==> config.mk <==
export PLATFORM = sky130hd
export DESIGN_NAME = job_queue_table_engine_core_flat
export DESIGN_NICKNAME = d
export VERILOG_FILES = /design/src/rtl/jqte_pkg.sv /design/src/rtl/jqte_if.sv /design/src/rtl/jqte_mem.sv /design/src/rtl/jqte_ctrl.sv /design/src/rtl/job_queue_table_engine_core.sv /design/src/flat_wrapper.sv
export SDC_FILE = /design/constraint.sdc
export NUM_CORES = 2
export LEC_CHECK = 0
export ABC_AREA = 1
export CORE_MARGIN = 1.5
export CORE_UTILIZATION = 23
export CTS_BUF_LIST = sky130_fd_sc_hd__clkbuf_8
export DETAILED_ROUTE_END_ITERATION = 10
export DONT_BUFFER_PORTS = 1
export GPL_TIMING_DRIVEN = 0
export PLACE_DENSITY_LB_ADDON = 0.2
export RECOVER_POWER = 50
export SYNTH_ARGS = -nofsm -noshare
export SYNTH_HDL_FRONTEND = slang
export SYNTH_SLANG_ARGS = --single-unit
export TNS_END_PERCENT = 30
==> constraint.sdc <==
create_clock -name clock -period 21.1 [get_ports clock]
set_input_delay 4.22 -clock clock [delete_from_list [all_inputs] [get_ports clock]]
set_output_delay 4.22 -clock clock [all_outputs]
set_load 0.05 [all_outputs]
==> src/rtl/jqte_pkg.sv <==
// ----------------------------------------------------------------------------
// jqte_pkg
// shared types, codes and constants for the job queue table engine
// ----------------------------------------------------------------------------
package jqte_pkg;

   localparam int QueueDepthDefault = 16;

   localparam logic [3:0] MODE_ADD     = 4'd0;
   localparam logic [3:0] MODE_REMOVE  = 4'd1;
   localparam logic [3:0] MODE_MODIFY  = 4'd2;
   localparam logic [3:0] MODE_CHANGE  = 4'd3;
   localparam logic [3:0] MODE_PROMOTE = 4'd4;
   localparam logic [3:0] MODE_REORDER = 4'd5;
   localparam logic [3:0] MODE_COUNT   = 4'd6;
   localparam logic [3:0] MODE_DISPLAY = 4'd7;
   localparam logic [3:0] MODE_LIST    = 4'd8;

   localparam logic [2:0] ST_OK        = 3'd0;
   localparam logic [2:0] ST_NOT_FOUND = 3'd1;
   localparam logic [2:0] ST_DUPLICATE = 3'd2;
   localparam logic [2:0] ST_FULL      = 3'd3;
   localparam logic [2:0] ST_EMPTY     = 3'd4;
   localparam logic [2:0] ST_BAD_FIELD = 3'd5;
   localparam logic [2:0] ST_BAD_MODE  = 3'd6;

   localparam logic [2:0] ATTR_ID   = 3'd1;
   localparam logic [2:0] ATTR_PRIO = 3'd2;
   localparam logic [2:0] ATTR_KIND = 3'd3;
   localparam logic [2:0] ATTR_CPU  = 3'd4;
   localparam logic [2:0] ATTR_MEM  = 3'd5;

   localparam logic [2:0] FLD_PRIO = 3'd1;
   localparam logic [2:0] FLD_KIND = 3'd2;
   localparam logic [2:0] FLD_CPU  = 3'd3;
   localparam logic [2:0] FLD_MEM  = 3'd4;

   typedef struct packed {
      logic [15:0] id;
      logic [3:0]  prio;
      logic [3:0]  kind;
      logic [15:0] cpu;
      logic [15:0] mem;
   } job_rec_type;

   typedef struct packed {
      logic [3:0]  mode;
      logic [15:0] job_key;
      logic [3:0]  prio_in;
      logic [3:0]  kind_in;
      logic [15:0] cpu_in;
      logic [15:0] mem_in;
      logic [2:0]  field_pick;
      logic [15:0] new_field_value;
      logic [6:0]  move_ahead;
   } req_type;

   typedef struct packed {
      logic [2:0]  status;
      logic [15:0] job_out;
      logic [3:0]  prio_out;
      logic [3:0]  kind_out;
      logic [15:0] cpu_out;
      logic [15:0] mem_out;
      logic [6:0]  occupancy;
      logic        last;
   } rsp_type;

   function automatic logic [15:0] attr_of(job_rec_type r, logic [2:0] a);
      logic [15:0] v;
      case (a)
         ATTR_ID:   v = r.id;
         ATTR_PRIO: v = {12'd0, r.prio};
         ATTR_KIND: v = {12'd0, r.kind};
         ATTR_CPU:  v = r.cpu;
         default:   v = r.mem;
      endcase
      return v;
   endfunction

endpackage

==> src/rtl/jqte_if.sv <==
// ----------------------------------------------------------------------------
// jqte_req_if / jqte_rsp_if
// valid/ready channels carrying request and result words
// ----------------------------------------------------------------------------
interface jqte_req_if import jqte_pkg::*; ();
   logic    valid;
   logic    ready;
   req_type data;
   modport source (output valid, output data, input ready);
   modport sink   (input valid, input data, output ready);
endinterface

interface jqte_rsp_if import jqte_pkg::*; ();
   logic    valid;
   logic    ready;
   rsp_type data;
   modport source (output valid, output data, input ready);
   modport sink   (input valid, input data, output ready);
endinterface

==> src/rtl/jqte_mem.sv <==
// ----------------------------------------------------------------------------
// jqte_mem
// job record store, one write and one registered read per cycle
// ----------------------------------------------------------------------------
module jqte_mem import jqte_pkg::*; #(
   parameter int QUEUE_DEPTH = QueueDepthDefault,
   localparam int AW = $clog2(QUEUE_DEPTH)
) (
   input  logic          clock,
   input  logic          wr_en,
   input  logic [AW-1:0] wr_addr,
   input  job_rec_type   wr_data,
   input  logic [AW-1:0] rd_addr,
   output job_rec_type   rd_data
);
   job_rec_type store [QUEUE_DEPTH];

   always_ff @(posedge clock) begin
      if (wr_en) begin
         store[wr_addr] <= wr_data;
      end
      rd_data <= store[rd_addr];
   end
endmodule

==> src/rtl/jqte_ctrl.sv <==
// ----------------------------------------------------------------------------
// jqte_ctrl
// command sequencer: scans, shifts and sorts the store one access a cycle
// ----------------------------------------------------------------------------
module jqte_ctrl import jqte_pkg::*; #(
   parameter int QUEUE_DEPTH = QueueDepthDefault,
   localparam int AW = $clog2(QUEUE_DEPTH),
   localparam int CW = $clog2(QUEUE_DEPTH + 1)
) (
   input  logic          clock,
   input  logic          reset,
   jqte_req_if.sink      req,
   jqte_rsp_if.source    rsp,
   output logic          wr_en,
   output logic [AW-1:0] wr_addr,
   output job_rec_type   wr_data,
   output logic [AW-1:0] rd_addr,
   input  job_rec_type   rd_data
);
   localparam logic [3:0] S_IDLE  = 4'd0;
   localparam logic [3:0] S_FIND  = 4'd1;
   localparam logic [3:0] S_FOUND = 4'd2;
   localparam logic [3:0] S_POP   = 4'd3;
   localparam logic [3:0] S_SHIFT = 4'd4;
   localparam logic [3:0] S_PROM  = 4'd5;
   localparam logic [3:0] S_SORTA = 4'd6;
   localparam logic [3:0] S_SORTB = 4'd7;
   localparam logic [3:0] S_DUMP  = 4'd8;
   localparam logic [3:0] S_MIN   = 4'd9;
   localparam logic [3:0] S_OUT   = 4'd10;
   localparam logic [3:0] S_WAIT  = 4'd11;
   localparam logic [CW-1:0] FULL = CW'(QUEUE_DEPTH);

   logic [3:0]    state_ff, state_in;
   req_type       cmd_ff, cmd_in;
   logic [CW-1:0] count_ff, count_in;
   logic [CW-1:0] idx_ff, idx_in;     // scan index
   logic [CW-1:0] pos_ff, pos_in;     // found position
   logic [CW-1:0] dst_ff, dst_in;
   logic [CW-1:0] sorted_ff, sorted_in;
   logic          have_ff, have_in;   // rd_data valid (for idx_ff-1 while scanning)
   job_rec_type   hold_ff, hold_in;
   logic [15:0]   low_ff, low_in;     // last listed id
   logic          first_ff, first_in;
   logic          best_ok_ff, best_ok_in;
   job_rec_type   best_ff, best_in;
   logic [CW-1:0] emitted_ff, emitted_in;
   logic          rv_ff, rv_in;
   rsp_type       rd_ff, rd_in;

   logic [CW-1:0] raddr;
   logic [6:0]    occ;

   assign req.ready = (state_ff == S_IDLE) && !rv_ff;
   assign rsp.valid = rv_ff;
   assign rsp.data  = rd_ff;
   assign rd_addr   = raddr[AW-1:0];
   assign occ       = 7'(count_in);

   function automatic rsp_type mk(logic [2:0] st, job_rec_type j, logic [6:0] o, logic l);
      rsp_type r;
      r.status = st; r.job_out = j.id; r.prio_out = j.prio; r.kind_out = j.kind;
      r.cpu_out = j.cpu; r.mem_out = j.mem; r.occupancy = o; r.last = l;
      return r;
   endfunction

   always_comb begin
      job_rec_type echo, zero, upd, r;
      logic [15:0] ck;
      state_in = state_ff; cmd_in = cmd_ff; count_in = count_ff; idx_in = idx_ff;
      pos_in = pos_ff; dst_in = dst_ff; sorted_in = sorted_ff; have_in = 1'b0;
      hold_in = hold_ff; low_in = low_ff; first_in = first_ff;
      best_ok_in = best_ok_ff; best_in = best_ff; emitted_in = emitted_ff;
      rv_in = rv_ff; rd_in = rd_ff;
      wr_en = 1'b0; wr_addr = '0; wr_data = rd_data; raddr = idx_ff;
      zero = '0; echo = '0; echo.id = cmd_ff.job_key;
      upd = rd_data; r = rd_data;
      ck = attr_of(hold_ff, cmd_ff.field_pick);
      if (rv_ff && rsp.ready) rv_in = 1'b0;
      unique case (state_ff)
         S_IDLE: begin
            raddr = '0;
            if (req.valid && !rv_ff) begin
               cmd_in = req.data; idx_in = '0; state_in = S_WAIT;
               echo = '0; echo.id = req.data.job_key;
               unique case (req.data.mode) inside
                  MODE_ADD, MODE_MODIFY, MODE_CHANGE, MODE_PROMOTE: begin
                     raddr = '0; idx_in = CW'(1); have_in = (count_ff != 0);
                     state_in = S_FIND;
                  end
                  MODE_REMOVE: begin
                     if (count_ff == 0) begin
                        rv_in = 1'b1; rd_in = mk(ST_EMPTY, zero, occ, 1'b1);
                     end else begin
                        idx_in = CW'(1); state_in = S_POP;
                     end
                  end
                  MODE_REORDER: begin
                     if (count_ff == 0) begin
                        rv_in = 1'b1; rd_in = mk(ST_EMPTY, zero, occ, 1'b1);
                     end else if (req.data.field_pick < ATTR_ID ||
                                  req.data.field_pick > ATTR_MEM) begin
                        rv_in = 1'b1; rd_in = mk(ST_BAD_FIELD, zero, occ, 1'b1);
                     end else begin
                        sorted_in = CW'(1); raddr = CW'(1); state_in = S_SORTA;
                        if (count_ff == CW'(1)) begin
                           rv_in = 1'b1; rd_in = mk(ST_OK, zero, occ, 1'b1);
                           state_in = S_WAIT;
                        end
                     end
                  end
                  MODE_COUNT: begin
                     rv_in = 1'b1; rd_in = mk(ST_OK, zero, occ, 1'b1);
                  end
                  MODE_DISPLAY, MODE_LIST: begin
                     if (count_ff == 0) begin
                        rv_in = 1'b1; rd_in = mk(ST_EMPTY, zero, occ, 1'b1);
                     end else begin
                        emitted_in = '0; first_in = 1'b1; idx_in = '0;
                        state_in = (req.data.mode == MODE_LIST) ? S_MIN : S_DUMP;
                     end
                  end
                  default: begin
                     rv_in = 1'b1; rd_in = mk(ST_BAD_MODE, zero, occ, 1'b1);
                  end
               endcase
            end
         end
         S_FIND: begin
            // rd_data holds entry idx_ff-1 when have_ff
            if (have_ff && rd_data.id == cmd_ff.job_key) begin
               pos_in = idx_ff - CW'(1);
               raddr = idx_ff - CW'(1);
               state_in = S_FOUND;
            end else if (idx_ff >= count_ff || !have_ff) begin
               state_in = S_WAIT; rv_in = 1'b1;
               if (cmd_ff.mode == MODE_ADD) begin
                  if (count_ff == FULL) rd_in = mk(ST_FULL, echo, occ, 1'b1);
                  else begin
                     upd.id = cmd_ff.job_key; upd.prio = cmd_ff.prio_in;
                     upd.kind = cmd_ff.kind_in; upd.cpu = cmd_ff.cpu_in;
                     upd.mem = cmd_ff.mem_in;
                     wr_en = 1'b1; wr_addr = count_ff[AW-1:0]; wr_data = upd;
                     count_in = count_ff + CW'(1);
                     rd_in = mk(ST_OK, upd, 7'(count_ff + CW'(1)), 1'b1);
                  end
               end else rd_in = mk(ST_NOT_FOUND, echo, occ, 1'b1);
            end else begin
               raddr = idx_ff; idx_in = idx_ff + CW'(1); have_in = 1'b1;
            end
         end
         S_FOUND: begin
            // rd_data is the hit, still on the read port
            state_in = S_WAIT; rv_in = 1'b1;
            case (cmd_ff.mode)
               MODE_ADD: rd_in = mk(ST_DUPLICATE, echo, occ, 1'b1);
               MODE_MODIFY: begin
                  upd.prio = cmd_ff.prio_in; upd.kind = cmd_ff.kind_in;
                  upd.cpu = cmd_ff.cpu_in; upd.mem = cmd_ff.mem_in;
                  wr_en = 1'b1; wr_addr = pos_ff[AW-1:0]; wr_data = upd;
                  rd_in = mk(ST_OK, upd, occ, 1'b1);
               end
               MODE_CHANGE: begin
                  case (cmd_ff.field_pick)
                     FLD_PRIO: upd.prio = cmd_ff.new_field_value[3:0];
                     FLD_KIND: upd.kind = cmd_ff.new_field_value[3:0];
                     FLD_CPU:  upd.cpu = cmd_ff.new_field_value;
                     FLD_MEM:  upd.mem = cmd_ff.new_field_value;
                     default: ;
                  endcase
                  if (cmd_ff.field_pick >= FLD_PRIO && cmd_ff.field_pick <= FLD_MEM) begin
                     wr_en = 1'b1; wr_addr = pos_ff[AW-1:0]; wr_data = upd;
                     rd_in = mk(ST_OK, upd, occ, 1'b1);
                  end else rd_in = mk(ST_BAD_FIELD, echo, occ, 1'b1);
               end
               default: begin
                  hold_in = rd_data;
                  if (7'(pos_ff) > cmd_ff.move_ahead)
                     dst_in = CW'(7'(pos_ff) - cmd_ff.move_ahead);
                  else dst_in = '0;
                  rv_in = 1'b0; state_in = S_PROM; idx_in = pos_ff;
                  raddr = pos_ff - CW'(1);
               end
            endcase
         end
         S_PROM: begin
            // rd_data is entry idx_ff-1; move it up to idx_ff
            if (idx_ff == dst_ff) begin
               wr_en = 1'b1; wr_addr = idx_ff[AW-1:0]; wr_data = hold_ff;
               rv_in = 1'b1; rd_in = mk(ST_OK, hold_ff, occ, 1'b1); state_in = S_WAIT;
            end else begin
               wr_en = 1'b1; wr_addr = idx_ff[AW-1:0]; wr_data = rd_data;
               idx_in = idx_ff - CW'(1); raddr = idx_ff - CW'(2);
            end
         end
         S_POP: begin
            // rd_data is entry 0
            hold_in = rd_data; raddr = CW'(1); idx_in = CW'(1); state_in = S_SHIFT;
         end
         S_SHIFT: begin
            // rd_data is entry idx_ff; write to idx_ff-1
            if (idx_ff >= count_ff) begin
               count_in = count_ff - CW'(1);
               rv_in = 1'b1; rd_in = mk(ST_OK, hold_ff, 7'(count_ff - CW'(1)), 1'b1);
               state_in = S_WAIT;
            end else begin
               wr_en = 1'b1; wr_addr = AW'(idx_ff - CW'(1)); wr_data = rd_data;
               idx_in = idx_ff + CW'(1); raddr = idx_ff + CW'(1);
            end
         end
         S_SORTA: begin
            // rd_data = entry sorted_ff: take it as the key
            hold_in = rd_data; idx_in = sorted_ff; raddr = sorted_ff - CW'(1);
            state_in = S_SORTB;
         end
         S_SORTB: begin
            // rd_data = entry idx_ff-1
            if (idx_ff != 0 && attr_of(rd_data, cmd_ff.field_pick) > ck) begin
               wr_en = 1'b1; wr_addr = idx_ff[AW-1:0]; wr_data = rd_data;
               idx_in = idx_ff - CW'(1); raddr = idx_ff - CW'(2);
            end else begin
               wr_en = 1'b1; wr_addr = idx_ff[AW-1:0]; wr_data = hold_ff;
               sorted_in = sorted_ff + CW'(1); raddr = sorted_ff + CW'(1);
               state_in = S_SORTA;
               if (sorted_ff + CW'(1) >= count_ff) begin
                  rv_in = 1'b1; rd_in = mk(ST_OK, zero, occ, 1'b1); state_in = S_WAIT;
               end
            end
         end
         S_DUMP: begin
            // read idx, output once read data is back and the slot is free
            if (!have_ff) begin
               raddr = idx_ff; have_in = 1'b1;
            end else if (!rv_ff || rsp.ready) begin
               rv_in = 1'b1;
               rd_in = mk(ST_OK, rd_data, occ, idx_ff + CW'(1) == count_ff);
               idx_in = idx_ff + CW'(1);
               state_in = (idx_ff + CW'(1) == count_ff) ? S_WAIT : S_DUMP;
            end else begin
               raddr = idx_ff; have_in = 1'b1;
            end
         end
         S_MIN: begin
            // scan for smallest id above the last listed one
            if (have_ff) begin
               r = rd_data;
               if ((first_ff || r.id > low_ff) && (!best_ok_ff || r.id < best_ff.id)) begin
                  best_in = r; best_ok_in = 1'b1;
               end
            end
            if (idx_ff < count_ff) begin
               raddr = idx_ff; idx_in = idx_ff + CW'(1); have_in = 1'b1;
            end else if (have_ff) begin
               have_in = 1'b0;
            end else state_in = S_OUT;
         end
         S_OUT: begin
            if (!rv_ff || rsp.ready) begin
               rv_in = 1'b1;
               rd_in = mk(ST_OK, best_ff, occ, emitted_ff + CW'(1) == count_ff);
               emitted_in = emitted_ff + CW'(1); low_in = best_ff.id;
               first_in = 1'b0; best_ok_in = 1'b0; idx_in = '0;
               state_in = (emitted_ff + CW'(1) == count_ff) ? S_WAIT : S_MIN;
            end
         end
         S_WAIT: begin
            if (!rv_ff || rsp.ready) state_in = S_IDLE;
         end
         default: state_in = S_IDLE;
      endcase
      if (state_ff == S_IDLE && !(req.valid && !rv_ff)) best_ok_in = 1'b0;
   end

   always_ff @(posedge clock) begin
      if (reset) begin
         state_ff <= S_IDLE; count_ff <= '0; rv_ff <= 1'b0; have_ff <= 1'b0;
         best_ok_ff <= 1'b0;
      end else begin
         state_ff <= state_in; count_ff <= count_in; rv_ff <= rv_in;
         have_ff <= have_in; best_ok_ff <= best_ok_in;
      end
      cmd_ff <= cmd_in; idx_ff <= idx_in; pos_ff <= pos_in; dst_ff <= dst_in;
      sorted_ff <= sorted_in; hold_ff <= hold_in; low_ff <= low_in;
      first_ff <= first_in; best_ff <= best_in; emitted_ff <= emitted_in;
      rd_ff <= rd_in;
   end
endmodule

==> src/rtl/job_queue_table_engine_core.sv <==
// ----------------------------------------------------------------------------
// job_queue_table_engine_core
// ordered job queue with add, remove, modify, change, promote, sort and list
// ----------------------------------------------------------------------------
// req channel takes one command word; rsp channel returns result words, the
// final one of each command flagged by last.
// commands are handled one at a time; the store has one write port and one
// registered read port, and each command walks it entry by entry:
//   count, bad mode, empty cases: answered without touching the store
//   add, modify, change: id scan
//   remove: pop the head and shift the rest; promote: id scan plus shifts
//   reorder: insertion sort
//   display: one read per job; list: full min-id scan per job
// reset empties the queue; store contents need no clearing.
// a stalled receiver holds the result word; the engine waits for it and
// accepts no new command until the last result of the current one is taken.
// ----------------------------------------------------------------------------
module job_queue_table_engine_core import jqte_pkg::*; #(
   parameter int QUEUE_DEPTH = QueueDepthDefault
) (
   input logic        clock,
   input logic        reset,
   jqte_req_if.sink   req,
   jqte_rsp_if.source rsp
);
   localparam int AW = $clog2(QUEUE_DEPTH);

   logic          wr_en;
   logic [AW-1:0] wr_addr;
   logic [AW-1:0] rd_addr;
   job_rec_type   wr_data;
   job_rec_type   rd_data;

   jqte_ctrl #(.QUEUE_DEPTH(QUEUE_DEPTH)) u_ctrl (
      .clock, .reset, .req, .rsp,
      .wr_en, .wr_addr, .wr_data, .rd_addr, .rd_data
   );

   jqte_mem #(.QUEUE_DEPTH(QUEUE_DEPTH)) u_mem (
      .clock, .wr_en, .wr_addr, .wr_data, .rd_addr, .rd_data
   );
endmodule
==> src/flat_wrapper.sv <==
// flat-port wrapper written by rule: the top's interface ports become plain ports
module job_queue_table_engine_core_flat import jqte_pkg::*;
#(
   parameter int QUEUE_DEPTH = QueueDepthDefault
)
  (clock, reset, req_valid, req_data, req_ready, rsp_valid, rsp_data, rsp_ready);
  jqte_req_if req_i ();
  jqte_rsp_if rsp_i ();
  input logic clock;
  input logic reset;
  input wire logic [$bits(req_i.valid)-1:0] req_valid;
  input wire logic [$bits(req_i.data)-1:0] req_data;
  output wire logic [$bits(req_i.ready)-1:0] req_ready;
  output wire logic [$bits(rsp_i.valid)-1:0] rsp_valid;
  output wire logic [$bits(rsp_i.data)-1:0] rsp_data;
  input wire logic [$bits(rsp_i.ready)-1:0] rsp_ready;
  assign req_i.valid = req_valid;
  assign req_i.data = req_data;
  assign req_ready = req_i.ready;
  assign rsp_valid = rsp_i.valid;
  assign rsp_data = rsp_i.data;
  assign rsp_i.ready = rsp_ready;
  job_queue_table_engine_core #(.QUEUE_DEPTH(QUEUE_DEPTH)) u_core (.clock(clock), .reset(reset), .req(req_i), .rsp(rsp_i));
endmodule
== After elaboration in Yosys (flattened, before gate mapping) ==
Memory sizes are Yosys's and may differ from the RTL's. A register that Yosys moved wholly into a read port is not among the register bits.
Cells that the tools add are included.
Word-level totals
  flip-flop bits (word level): 319
  bits in latches: 0
  RAM bits: 896
  memory bits (read-only): 0
  input bits: 90
  output and inout bits: 69
  word-level logic and storage cells: 325
  memories: 1
Memory list
  u_core.u_mem.store: depth 16, bits a word 56, rd ports 1, clocked after Yosys merged registers in 1, write ports 1, line jqte_mem.sv:16  | job_rec_type store [QUEUE_DEPTH];
Operators by class
  add/subtract/negate cells: 12
  multipliers: 0
  div/mod/pow operators: 0
  order comparisons: 11
  equality and inequality tests: 60
  shift operators: 0
  mux-type cells: 153
  bitwise operators: 1
  reduce and logical (&&, ||, !) cells: 48
Operators with widths (count)
  $mux W67: 16
  $pmux W67 S8: 1
  $mux W56: 7
  $pmux W67 S4: 1
  $pmux W56 S4: 1
  $pmux W67 S3: 1
  $pmux W16 S4: 2
  $mux W5: 25
  $mux W4: 30
  $pmux W56 S2: 1
  $pmux W40 S2: 1
  $mux W66: 1
  $pmux W5 S11: 1
  $mux W16: 3
  $pmux W4 S12: 1
  $ne A2 B2 Y1 const B: 22
  $mux W1: 42
  $mux W40: 1
  $eq A4 B3 Y1 const B: 8
  $gt A16 B16 Y1: 2
  $pmux W4 S4: 2
  $pmux W4 S8: 1
  $pmux W5 S2: 3
  $eq A4 B2 Y1 const B: 6
  other kinds (55): 106

== Depth between registers and ports, before layout ==
  depth after elaboration: 12
  gate-level depth with buffers: 32
  gate-level depth less buffers: 29

== Cells and area by module ==
From an unflattened synthesis, not the netlist that was laid out.
Second synthesis, totals
  cell total of the unflattened synthesis: 6060
  area, all modules: 59428.2 sq um
Modules (own cells, without submodules)
  jqte_mem: times used 1, cells an instance 3688, area each 39679.3 sq um, seq. area each 28026.9 sq um
  jqte_ctrl: times used 1, cells an instance 2372, area each 19748.9 sq um, seq. area each 9459.1 sq um

== Worst setup path before layout ==
Ideal clock, no wire load.
  path type: input to register
  start: in req_data[82]
  end: reg u_core.u_ctrl.rd_ff, in the netlist u_core.u_ctrl.rsp.data[0] (enable)
  library setup time: 0.849 ns
  data arrival time: 15.244 ns
  required time: 20.251 ns
  slack: 5.007 ns
  stages on the path: 9
  path buffers: 0
  cell sequence: inv_1 -> nor2_1 -> nand2_1 -> nor2_1 -> nor2_1 -> o21ai_0 -> nand2_1 -> nand4_1 -> a2111oi_0
Between the ends
  cells in the longest elaborated chain, start to end: 4
  elaborated cells between the ends (all ways): 14
  classes of those cells: eq/ne: 10; reduce/logical: 4
RTL lines
  from (decl): line flat_wrapper.sv:12  | input wire logic [$bits(req_i.data)-1:0] req_data;
  $eq A4 B1 Y1 (no source line) (tied with other cells)
  $reduce_or A3 Y1 (no source line) / $reduce_or A4 Y1 (equally long branches)
  $ne A3 B2 Y1 (no source line) / $ne A2 B2 Y1 (equally long branches)
  $reduce_and A15 Y1 (no source line) (*)
  to (signal assigned): line jqte_ctrl.sv:285  | rd_ff <= rd_in;
  to (decl): line jqte_ctrl.sv:49  | rsp_type rd_ff, rd_in;
Mark *: on every way between the ends. The rest lies on a longest branch, timed or not.
A chain may end at the register's enable or synchronous reset.

== Worst setup path in the final report ==
  start: reg u_core.u_ctrl.idx_ff[0]
  end: mem u_core.u_mem.store[3][5] (netlist name) (enable)
Between the ends
  cells in the longest elaborated chain, start to end: 7
  elaborated cells between the ends (all ways): 13
  classes of those cells: add/sub: 1; order compare: 1; mux: 10; reduce/logical: 1
RTL lines
  from (decl): line jqte_ctrl.sv:37  | logic [CW-1:0] idx_ff, idx_in;
  from (signal assigned): line jqte_ctrl.sv:282  | cmd_ff <= cmd_in; idx_ff <= idx_in; pos_ff <= pos_in; dst_ff <= dst_in;
  $ge A5 B5 Y1: line jqte_ctrl.sv:135, jqte_ctrl.sv:202
  $logic_or A1 B1 Y1: line jqte_ctrl.sv:135  | end else if (idx_ff >= count_ff || !have_ff) begin
  $mux W1: line jqte_ctrl.sv:135
  $mux W1: line jqte_ctrl.sv:131  | if (have_ff && rd_data.id == cmd_ff.job_key) begin
  $pmux W1 S4: line jqte_ctrl.sv:80  | unique case (state_ff)
  $mux W1: line jqte_mem.sv:19  | if (wr_en) begin
  $mux W1 (not written as such): line jqte_mem.sv:20  | store[wr_addr] <= wr_data;
  to (decl): line jqte_mem.sv:16
Several ways; a longest one is shown, not always the timed one.

==> implementation parameters <==
Parameter                              Value

Place
  Number of placed cells counting well taps    around 9400
  PortBufs    0
  Placement-stage worst setup slack    approximately 13 ns
  Post-detail-place hpwl    187 mm
  Placer congestion estimate    0.924

Worst setup path
  Startpoint of the most critical setup path    u_core.u_ctrl.idx_ff[0]$_DFFE_PP_
  Setup Crit Path Kind    flop to flop
  Startpoint type of the worst setup path    flop
  Critical R2R Launch    u_core.u_ctrl.idx_ff[0]$_DFFE_PP_
  Buffering stage count on the worst path with inverters included    4
  Maximum fanout count along the critical path    21
  Required time worst endpoint    21.66 ns
  Capture point of the critical path    u_core.u_mem.store[3][5]$_DFFE_PP_
  Number of gates on the worst path with buffers counted    12
  Library cell contributing the largest single delay on the critical path    sky130_fd_sc_hd__nor2_1
  Dominant delay contributor by cell family on the critical path    simple AND/OR/NAND/NOR gates
  Chain of cells forming the critical path    clkbuf_1 > inv_1 > ha_1 > nand2_1 > nand3_1 > nor2_1 > nor3_1 > inv_1 > o21ai_0 > nand2_1 > nor2_1 > clkbuf_1
  Signal arrival time at the worst endpoint    8.85 ns
  Kind of capture point of the worst setup path    flop
  Largest stage delay on the critical path    between 1.5 and 2 ns
  Destination of the worst register-to-register timing path    u_core.u_mem.store[3][5]$_DFFE_PP_
  Depth of the most critical reg-to-reg path    12
  R2R setup slack    12.81 ns

Clock network
  Post-CTS Repair Setup Buffers    0
  Clock-pin transition on the worst setup and hold timing paths    0.06 ns
  Quantity of hold-fixing buffers added after cts    0
  Clock insertion delay at the later pin of the skew report    1.04 ns
  Number of clock sinks    1271
  Number of buffers added by the clock tree synthesis step    226
  # resized after CTS    0
  CTS root buffer    sky130_fd_sc_hd__clkbuf_8
  H-tree levels    4
  Largest buffer count on any clock path    3
  Clock tree from TritonCTS    built

Timing
  Final period util    39.3%
  Endpoints failing setup    0
  Shortest clock period the worst path allows after layout    ~8.3 ns
  Count of endpoints failing hold in the final timing report    0
  Final number of max-transition violations    844
  Post-route worst setup slack    between 10 and 15 ns
  Worst relative slew slack    -77.4%
  Timing-limited maximum frequency    0.121 GHz
  Setup clock skew after layout    0.0866 ns
  Least-Margin Pin Slew    ~2.7 ns
  Hold WS    between 0.4 and 0.5 ns
  RSZ-0062 raised after global routing    no

Drt
  Sum of met2 wire segment lengths after detailed routing    ~110 mm
  Router iterations before antenna repair    6
  Top metal layer carrying routed signals    met4
  DRC    0
  Total length of routed met3 wires    about 16 mm
  Routed via count divided by cell count    4.70
  Routed Antenna Nets    0
  First-iteration detailed-routing DRC count    4414
  WL per Instance    25.6 um
  Wire length after detailed routing    253 mm
  Total via count in the routed design    about 46000
  Met1 layer wirelength in the final routing    114 mm

Die
  Die X    514 um
  Vert. Die Dim    514 um
  Initial cell density of the core    between 20% and 30%
  Num ports    159
  Total die area    264000 um^2
  Number of rows in the core area    187
  Floorplan Core Area    259000 um^2

Synthesis
  Top FF cell, synth    sky130_fd_sc_hd__edfxtp_1
  Total standard cell area after synthesis    about 60000 um^2
  Top cell type by total area after synthesis    sky130_fd_sc_hd__edfxtp_1
  Dominant combinational cell family by area after synthesis    simple AND/OR/NAND/NOR gates
  Compound-gate portion of the synthesized area    6.01%
  Post-Synth Adder-Cell Area    under 10%
  Simple-Gate Fraction of Synth Area    between 10% and 20%
  Average footprint of a synthesized cell    10.1 um^2
  Yosys top cell area share    60.2%
  Async S/R FF share, synth    0%
  Ranking of synthesized cells by area    sky130_fd_sc_hd__edfxtp_1, sky130_fd_sc_hd__inv_1, sky130_fd_sc_hd__nand3_1, sky130_fd_sc_hd__nand2_1, sky130_fd_sc_hd__nand4_1
  Cell count after synthesis    5947
  Mux cell area share after synthesis    0%
  Number of enable-type register cells in the synthesized netlist    1203
  Yosys reg bits    1271
  Number of nets produced by synthesis    6115
  Count of synthesis-stage warnings from yosys    0
  Sequential share of the synthesized area    62.5%
  Xor/xnor share of the synthesized area    0.423%
  Number of distinct standard cells referenced by the synthesized netlist    57

Status
  Violations in the final reports    max-capacitance violations, max-slew violations
  Run status    complete, but fails checks

Hold path
  Tightest Hold Check Type    flop to flop
  Cell depth of the worst min-delay path    0

Layout
  Synthesis-to-layout area growth    16.6%
  Layout cell share with drive strength beyond 1    9.78%
  Cell Count, Final, Fillers Out    9874
  Net total in the final layout    6443

GRT
  Number of antenna violations at the first check in global routing    40
  Wire length of the first global-routing pass    350 mm
  Total congestion overflow    0
  Maximum number of pins on one net before global-route repair    33
  GR Util All Layers    18.7%
  Vias in the first global route    44700

Run
  Maxcap violations    40

Power and ir drop
  Leakage power    28.4 nW
  Power density over the cells    166 nW/um^2
  Peak VDD IR    77.5 uV
-- cell families after synthesis --
group,after synthesis
compound gates,556
xor+xnor,29
fa+ha+maj,78
buf+inv,1598
flops,1271
simple gates,2415
-- flip-flops by register name (all words and copies together) (netlist names) --
name / flops
u_core.u_mem.store: 896
u_core.u_ctrl.cmd_ff: 86
u_core.u_ctrl.rsp.data: 67
u_core.u_ctrl.best_ff: 56
u_core.u_ctrl.hold_ff: 56
u_core.u_mem.rd_data: 56
u_core.u_ctrl.low_ff: 16
u_core.u_ctrl.count_ff: 5
u_core.u_ctrl.dst_ff: 5
u_core.u_ctrl.emitted_ff: 5
u_core.u_ctrl.idx_ff: 5
u_core.u_ctrl.pos_ff: 5
u_core.u_ctrl.sorted_ff: 5
u_core.u_ctrl.state_ff: 4
u_core.u_ctrl.best_ok_ff: 1
u_core.u_ctrl.first_ff: 1
u_core.u_ctrl.have_ff: 1
u_core.u_ctrl.rsp.valid: 1
-- cells in the final DEF (no fill, tap or decap), types with 9 or more instances in the layout --
master,Yosys,routed
sky130_fd_sc_hd__clkbuf_8,0,240
sky130_fd_sc_hd__a221oi_1,43,43
sky130_fd_sc_hd__inv_2,31,24
sky130_fd_sc_hd__o221ai_1,26,25
sky130_fd_sc_hd__nor3_1,22,22
sky130_fd_sc_hd__o2111ai_2,0,31
sky130_fd_sc_hd__buf_4,5,13
sky130_fd_sc_hd__buf_2,181,187
sky130_fd_sc_hd__a21oi_1,119,117
sky130_fd_sc_hd__o21ai_2,0,11
sky130_fd_sc_hd__xnor2_1,10,10
sky130_fd_sc_hd__nand2_1,872,874
sky130_fd_sc_hd__edfxtp_1,1203,1203
sky130_fd_sc_hd__buf_8,0,26
sky130_fd_sc_hd__o21ai_0,118,107
sky130_fd_sc_hd__o21ai_1,13,13
sky130_fd_sc_hd__nor2_1,187,189
sky130_fd_sc_hd__xor2_1,19,19
sky130_fd_sc_hd__nand3_1,824,824
sky130_fd_sc_hd__nand4_1,472,472
sky130_fd_sc_hd__diode_2,0,18
sky130_fd_sc_hd__a22oi_1,9,9
sky130_fd_sc_hd__o211ai_1,54,54
sky130_fd_sc_hd__dfxtp_1,68,68
sky130_fd_sc_hd__ha_1,77,77
sky130_fd_sc_hd__clkinv_1,7,53
sky130_fd_sc_hd__clkbuf_1,144,185
sky130_fd_sc_hd__buf_1,27,23
sky130_fd_sc_hd__clkinv_2,0,26
sky130_fd_sc_hd__buf_16,0,13
sky130_fd_sc_hd__o22ai_1,100,100
sky130_fd_sc_hd__inv_1,1203,1283
-- stage by stage --
stage	TNS, ns	util [%]	area, um^2	power (mW)
finish	0	27.0	69900	11.6
global route	0	26.9	69900	12.1
CTS	0	27.2	70600	11.7
detailed placement	0	25.6	66400	9.40
global placement	-126.47	24.8	64300	9.15
floorplan	0	-	60000	6.61
-- Yosys cell counts (5+ instances only) --
cell / count
sky130_fd_sc_hd__a211oi_1: 6
sky130_fd_sc_hd__a21oi_1: 119
sky130_fd_sc_hd__a221oi_1: 43
sky130_fd_sc_hd__a22oi_1: 9
sky130_fd_sc_hd__a31oi_1: 5
sky130_fd_sc_hd__buf_1: 27
sky130_fd_sc_hd__buf_2: 181
sky130_fd_sc_hd__buf_4: 5
sky130_fd_sc_hd__clkbuf_1: 144
sky130_fd_sc_hd__clkinv_1: 7
sky130_fd_sc_hd__dfxtp_1: 68
sky130_fd_sc_hd__edfxtp_1: 1203
sky130_fd_sc_hd__ha_1: 77
sky130_fd_sc_hd__inv_1: 1203
sky130_fd_sc_hd__inv_2: 31
sky130_fd_sc_hd__nand2_1: 872
sky130_fd_sc_hd__nand2_2: 9
sky130_fd_sc_hd__nand3_1: 824
sky130_fd_sc_hd__nand4_1: 472
sky130_fd_sc_hd__nor2_1: 187
sky130_fd_sc_hd__nor2_2: 8
sky130_fd_sc_hd__nor3_1: 22
sky130_fd_sc_hd__nor4_1: 7
sky130_fd_sc_hd__o2111ai_1: 38
sky130_fd_sc_hd__o211ai_1: 54
sky130_fd_sc_hd__o21ai_0: 118
sky130_fd_sc_hd__o21ai_1: 13
sky130_fd_sc_hd__o221ai_1: 26
sky130_fd_sc_hd__o22ai_1: 100
sky130_fd_sc_hd__xnor2_1: 10
sky130_fd_sc_hd__xor2_1: 19
-- worst min path at each step --
| stage | startpoint | to |
|---|---|---|
| CTS | u_core.u_mem.rd_data[32]$_DFF_P_ | u_core.u_ctrl.best_ff[32]$_DFFE_PP_ |
| floorplan | u_core.u_mem.rd_data[18]$_DFF_P_ | u_core.u_ctrl.best_ff[18]$_DFFE_PP_ |
| detailed placement | u_core.u_mem.rd_data[21]$_DFF_P_ | u_core.u_ctrl.hold_ff[21]$_DFFE_PP_ |
| global placement | u_core.u_mem.rd_data[32]$_DFF_P_ | u_core.u_ctrl.best_ff[32]$_DFFE_PP_ |
| finish | u_core.u_mem.rd_data[32]$_DFF_P_ | u_core.u_ctrl.best_ff[32]$_DFFE_PP_ |
| global route | u_core.u_mem.rd_data[32]$_DFF_P_ | u_core.u_ctrl.best_ff[32]$_DFFE_PP_ |
-- metal layers --
metal / track usage [%] / up-vias
met3: 3.01 / 392
met1: 25.7 / 22900
met5: 0 / -
met2: 29.5 / 1839
met4: 6.28 / 0
li1: - / 21300
-- report_power, final --
group / switching (mW) / leakage [nW] / total (mW) / internal [mW]
registers: 0.552 / 11.5 / 4.15 / 3.60
logic: 3.92 / 14.4 / 5.22 / 1.30
clock network: 1.10 / 2.45 / 2.22 / 1.12
total: 5.58 / 28.4 / 11.6 / 6.01
-- final cells by class --
| class | count | area [um^2] |
|---|---|---|
| well taps | 3402 | 4260 |
| multi-input cells | 3078 | 16500 |
| repair buffers | 100 | 1120 |
| fillers | 27400 | 190000 |
| flip-flops and latches | 1271 | 37500 |
| clock inverters | 167 | 965 |
| diodes | 18 | 45.0 |
| clock buffers | 240 | 3300 |
| inverters | 1241 | 4660 |
| plain buffers | 357 | 1580 |
No activity file was read; power rests on OpenSTA's default activity.
